`src/design/hrs_pkg.sv`:
```
// Package for the homography reprojection scorer: widths, register indexes and
// the pair and score structs. Used by every module of the block.
`timescale 1ns / 1ps
package hrs_pkg;

	localparam int MAX_PAIRS   = 4096;
	localparam int COORD_BITS  = 14;
	localparam int CNT_W       = 13;
	localparam int SUM_W       = 36;
	localparam int DIST_W      = 24;
	localparam int CFG_W       = 64;
	localparam int CFG_IDX_W   = 3;
	localparam int QUEUE_DEPTH = 2;

	localparam logic [DIST_W-1:0] DIST_MAX = '1;
	localparam logic [SUM_W-1:0]  SUM_MAX  = '1;
	localparam logic [26:0]       QUOT_LIMIT = 27'd67108864;

	typedef enum logic [CFG_IDX_W-1:0] {
		REG_ROW0   = 3'd0,
		REG_ROW1   = 3'd1,
		REG_SHIFT  = 3'd2,
		REG_PERSP  = 3'd3,
		REG_INLIER = 3'd4,
		REG_CAP    = 3'd5,
		REG_RATIO  = 3'd6,
		REG_CHECK  = 3'd7
	} reg_idx_t;

	// One item handed from the front part to the back part.
	typedef struct packed {
		logic [COORD_BITS-1:0] src_x;
		logic [COORD_BITS-1:0] src_y;
		logic [COORD_BITS-1:0] dst_x;
		logic [COORD_BITS-1:0] dst_y;
		logic                  last;
	} pair_t;

	// Per-pair outcome handed from the back part to the accumulator.
	typedef struct packed {
		logic [DIST_W-1:0] dist_val;
		logic              inlier;
		logic              last;
	} score_t;

endpackage

```
`src/design/hrs_queue.sv`:
```
// Two-entry queue between front and back parts.
// Depends on hrs_pkg.
`timescale 1ns / 1ps
module hrs_queue import hrs_pkg::*; (
	input  logic  clk,
	input  logic  arst_n,
	input  logic  push,
	input  pair_t push_data,
	output logic  full,
	input  logic  pop,
	output pair_t pop_data,
	output logic  empty
);
	pair_t    mem_q [QUEUE_DEPTH];
	logic     wptr_q, rptr_q;
	logic [1:0] count_q;

	assign full     = (count_q == 2'(QUEUE_DEPTH));
	assign empty    = (count_q == 2'd0);
	assign pop_data = mem_q[rptr_q];

	// Storage writes.
	always_ff @(posedge clk) begin
		if (push && !full) mem_q[wptr_q] <= push_data;
	end

	// Pointers and fill count.
	always_ff @(posedge clk or negedge arst_n) begin
		if (!arst_n) begin
			wptr_q  <= 1'b0;
			rptr_q  <= 1'b0;
			count_q <= 2'd0;
		end else begin
			if (push && !full) wptr_q <= ~wptr_q;
			if (pop && !empty) rptr_q <= ~rptr_q;
			count_q <= count_q + 2'(push && !full) - 2'(pop && !empty);
		end
	end

	assert property (@(posedge clk) disable iff (!arst_n) count_q <= 2'(QUEUE_DEPTH))
		else $error("queue count overflow");
	assert property (@(posedge clk) disable iff (!arst_n)
		(push && !full && !(pop && !empty)) |=> !empty)
		else $error("queue lost a push");
	assert property (@(posedge clk) disable iff (!arst_n) full |-> !empty)
		else $error("queue full and empty");
endmodule

```
`config.mk`:
```
export PLATFORM = sky130hd
export DESIGN_NAME = hrs_queue
export DESIGN_NICKNAME = d
export VERILOG_FILES = /design/src/design/hrs_pkg.sv /design/src/design/hrs_queue.sv
export SDC_FILE = /design/constraint.sdc
export NUM_CORES = 1
export LEC_CHECK = 0
export BUFFER_PORTS_ARGS = -buffer_cell sky130_fd_sc_hd__clkbuf_2
export CAP_MARGIN = 20
export CORE_ASPECT_RATIO = 1.1
export CORE_UTILIZATION = 30
export CTS_BUF_LIST = sky130_fd_sc_hd__clkbuf_8
export DETAILED_ROUTE_END_ITERATION = 8
export REMOVE_ABC_BUFFERS = 1
export SLEW_MARGIN = 10
export SYNTH_ARGS = -nofsm -noshare
export SYNTH_HDL_FRONTEND = slang
export SYNTH_SLANG_ARGS = --single-unit
```
`constraint.sdc`:
```
create_clock -name clk -period 3.8 [get_ports clk]
set_input_delay 0.19 -clock clk [delete_from_list [all_inputs] [get_ports clk]]
set_output_delay 0.19 -clock clk [all_outputs]
set_load 0.02 [all_outputs]
```
Yosys cells after proc, flatten, opt, wreduce, memory -nomap -nowiden
Memories as Yosys holds them, arrays and structs flattened. Index checks and enable logic that the tools add are counted. Widths: inputs -> output; s select.

Memories: 1. Word-level logic and storage cells: 16. Latch bits: 0. Bits in writable memories: 114. Output and inout bits: 59. Bits in registers: 4. Input bits: 61. ROM bits: 0.

Memories: mem_q (words 2, width 57, read ports 1, clocked after Yosys merged registers in 0, write ports 1, line hrs_queue.sv:14) `pair_t mem_q [QUEUE_DEPTH];`.

Reductions and logical operators: 5. Shift-type cells: 0. Order comparisons: 0. Divide/modulo/power cells: 0. Multipliers: 0. Bitwise operators: 2. Equality and inequality tests: 1. Mux-type cells: 2. $add $sub $neg: 2.

Operators with widths (count): $add 2x1->2 (1); $eq 2x2->1 const B (1); $logic_and 1x1->1 (2); $logic_not 1->1 (2); $logic_not 2->1 (1); $mux 1 (2); $not 1->1 (2); $sub 2x1->2 (1).

Logic depth before layout (Yosys ltp)
Depth in word-level cells: 5. Mapped depth: 7.

Worst setup path before layout
OpenSTA, ideal clock, no wires.

Path type: register to register. Start: register count_q[1]. End: memory mem_q[0][0] in the netlist's numbering (enable). Stages on the path, launching flop included: 4. Slack: 0.346 ns. Period minus slack after synthesis: 3.454 ns. Path buffers: 0. Data arrival time: 2.982 ns. Library setup time: 0.472 ns. Cells stage by stage: dfrtp_1 > nand2b_1 > nand2_1 > nor2_1.

Word-level cells in the longest chain between the ends: 5.

RTL lines: from (decl) (line hrs_queue.sv:16) `logic [1:0] count_q;`; from (signal assigned) (line hrs_queue.sv:36) `count_q <= count_q + 2'(push && !full) - 2'(pop && !empty);`; $eq 2x2->1 (line hrs_queue.sv:18) `assign full = (count_q == 2'(QUEUE_DEPTH));`; $logic_not 1->1 (line hrs_queue.sv:24) `if (push && !full) mem_q[wptr_q] <= push_data;`; $logic_and 1x1->1 (line hrs_queue.sv:24); $mux 1 (line hrs_queue.sv:24); $mux 1 (implied by the code) (line hrs_queue.sv:24); to (decl) (line hrs_queue.sv:14).

No other way between the ends.

==> results_dict.tcl <==
set metrics [dict create \
    cts_tree "built" \
    r2r_setup_slack_ps 1760 \
    slowest_delay_ps 990 \
    cts_resized 0 \
    drive_above_1_share 0.528 \
    critPathKind "flip-flop to output port" \
    placed_area_sq_um 5210 \
    n_antenna_cell 0 \
    synth_to_final_area_change_pct 42.1 \
    clock_network_latency_to_the_later_pin_of_the_worst_skew_pair_ps 410 \
    yosysTopAreaCell "edfxtp_1" \
    fp.dieArea_sq_um 15100 \
    worst_r2r_startpoint "count_q[1]" \
    ctsRootBufferMaster "clkbuf_8" \
    max_rail_drop_vdd_uv 574 \
    cp_slowest_cell "dfrtp_4" \
    drt-total-wl_microns 7860 \
    grt_first_pass_wirelength_microns 12200 \
    period_needed_ps 2260 \
    crit_chain "mux2_2, clkbuf_2" \
    syn-mean-instance-area_sq_um 22.5 \
    grt_max_degree 59 \
    synth_largest_type_area_fraction 0.780 \
    cts_post_setup_buffers_inserted 0 \
    global_route.overflow_total 0 \
    grtUsageTotal 0.112 \
    syn-cell-area_sq_um 4390 \
    setup-tns-final_ps 0 \
    floorplan.initialDensity 0.313 \
    io_pins 120 \
    final_cell_mix "clkbuf_2, edfxtp_1, dlygate4sd3_1" \
    clk_transition_reported_paths_ps 70 \
    fin_worst_skew_ps 9.55 \
    setup_violations 0 \
    final_max_slew_viol_count 0 \
    layout_worst_path_cycle_share 0.595 \
    synth_cell_type_count 15 \
    gp_congestion 0.650 \
    cts_max_path_buffers 2 \
    drc_violations 0 \
    power_per_cell_area_nw_per_um2 750 \
    worst-path-buf-inv 1 \
    cts_htree_levels 4 \
    via_count_of_the_first_global_routing_pass 2509 \
    worst-path-max-fanout 58 \
    critical_path_arrival_ps 2070 \
    die_height_microns 129 \
    timing.hold.worst.class "input pin to async pin" \
    drt-initial-drc-count 86 \
    leading_cell_type_in_the_layout_fill_and_taps_excluded "clkbuf_2" \
    timing_hold_violations_final 0 \
    required_ps 3610 \
    vias 2421 \
    r2r_end "mem_q[1][29]" \
    post_synthesis_instance_total 195 \
    routed_via_density 4.12 \
    worst_setup_path_end_kind "output port" \
    maxSlewHeadroom 0.382 \
    startpoint_type "flip-flop" \
    seq_area_frac_synth 0.803 \
    rsz0062_at_grt "no" \
    dp_hpwl_microns 4830 \
    status "finished clean" \
    wire_per_inst_microns 13.4 \
    total_leakage_power_nw 2.45 \
    achievable-frequency_mhz 442 \
    r2r_cells 3 \
    cts_sink_count 118 \
    buffer_ports.inserted 119 \
    detailedRoute.firstPassIterationCount 4 \
    worst-slew-pin-transition_ps 927 \
    core_area_sq_um 14000 \
    cts-buffers-inserted 17 \
    holdBufCountCts 58 \
    synth-warning-count 0 \
    grt_antenna_before_repair 0 \
    dieWidth_microns 117 \
    maxCapViolCount 0 \
    route.antenna.remaining_nets 0 \
    crit_family "flip-flops" \
    nFillCells 1264 \
    layout.nets 450 \
    finalPower_w 0.00468 \
    flop_and_latch_count_out_of_synthesis 118 \
    placement_rows 45 \
    final_area_sq_um 6230 \
    post_synth_main_area_contributors "edfxtp_1, mux2_2, mux2_4, dfrtp_1, buf_6" \
]
how the worst max path moves through the flow:
stage	end	from	slack [ps]	depth (start not counted)
2_1_floorplan	mem_q[0][0]	count_q[1]	350	3
3_3_place_gp	mem_q[1][13]	count_q[1]	1700	3
3_5_place_dp	mem_q[1][13]	count_q[1]	1660	3
4_1_cts	pop_data[8]	rptr_q	1490	2
5_1_grt	pop_data[21]	rptr_q	1410	2
6_report	pop_data[56]	rptr_q	1540	2
cell type report:
type | instances | area [sq um] | share of cell area
clock buffers | 17 | 234 | 0.0375
repair buffers | 179 | 1200 | 0.193
well taps | 188 | 235 | 0.0377
multi-input cells | 69 | 816 | 0.131
inverters | 2 | 7.51 | 0.00120
clock inverters | 15 | 211 | 0.0339
flip-flops and latches | 118 | 3530 | 0.566
cell usage after synthesis:
library cell,number
and3_1,1
buf_2,3
buf_6,3
dfrtp_1,4
edfxtp_1,114
ha_1,2
inv_1,2
mux2_2,37
mux2_4,20
nand2_1,1
nand2b_1,1
nor2_1,2
nor2b_1,1
xnor2_1,3
xor2_1,1
logic make-up (layout without fill, tap and decap cells):
| group | after synthesis | in the layout | synth area share |
|---|---|---|---|
| flops | 118 | 118 | 0.803 |
| mux | 57 | 57 | 0.163 |
| buf+inv | 8 | 213 | 0.0128 |
| simple gates | 6 | 6 | 0.00685 |
| xor+xnor | 4 | 4 | 0.00799 |
| fa+ha+maj | 2 | 2 | 0.00570 |
flip-flops by register name, summed over array words and instances, names as in the netlist:
| signal | count |
|---|---|
| count_q | 2 |
| rptr_q | 1 |
| mem_q | 114 |
| wptr_q | 1 |
routing by layer:
| layer | wire length, microns | GRT usage |
|---|---|---|
| met1 | 3380 | 0.128 |
| met2 | 3970 | 0.185 |
| met3 | 405 | 0.0400 |
| met4 | 107 | 0.0514 |
| met5 | 0 | 0 |
power breakdown:
group	switching (W)	internal, W	total [W]	leakage, nW
clock	0.000494	0.000774	0.00127	0.228
sequential	0.000207	0.00178	0.00199	1.10
combinational	0.000771	0.000649	0.00142	1.12
total	0.00147	0.00320	0.00468	2.45
metrics by stage:
step                instances  hold slack (ps)  worst slack, ps  utilization
floorplan                 189             -106              346            -
global placement          498             3.97             1700        0.372
detailed placement        498             9.98             1660        0.372
CTS                       588             82.6             1490        0.445
global route              588             85.9             1410        0.445
finish                    588              111             1540        0.445
Power figures use the tool's default switching activity.
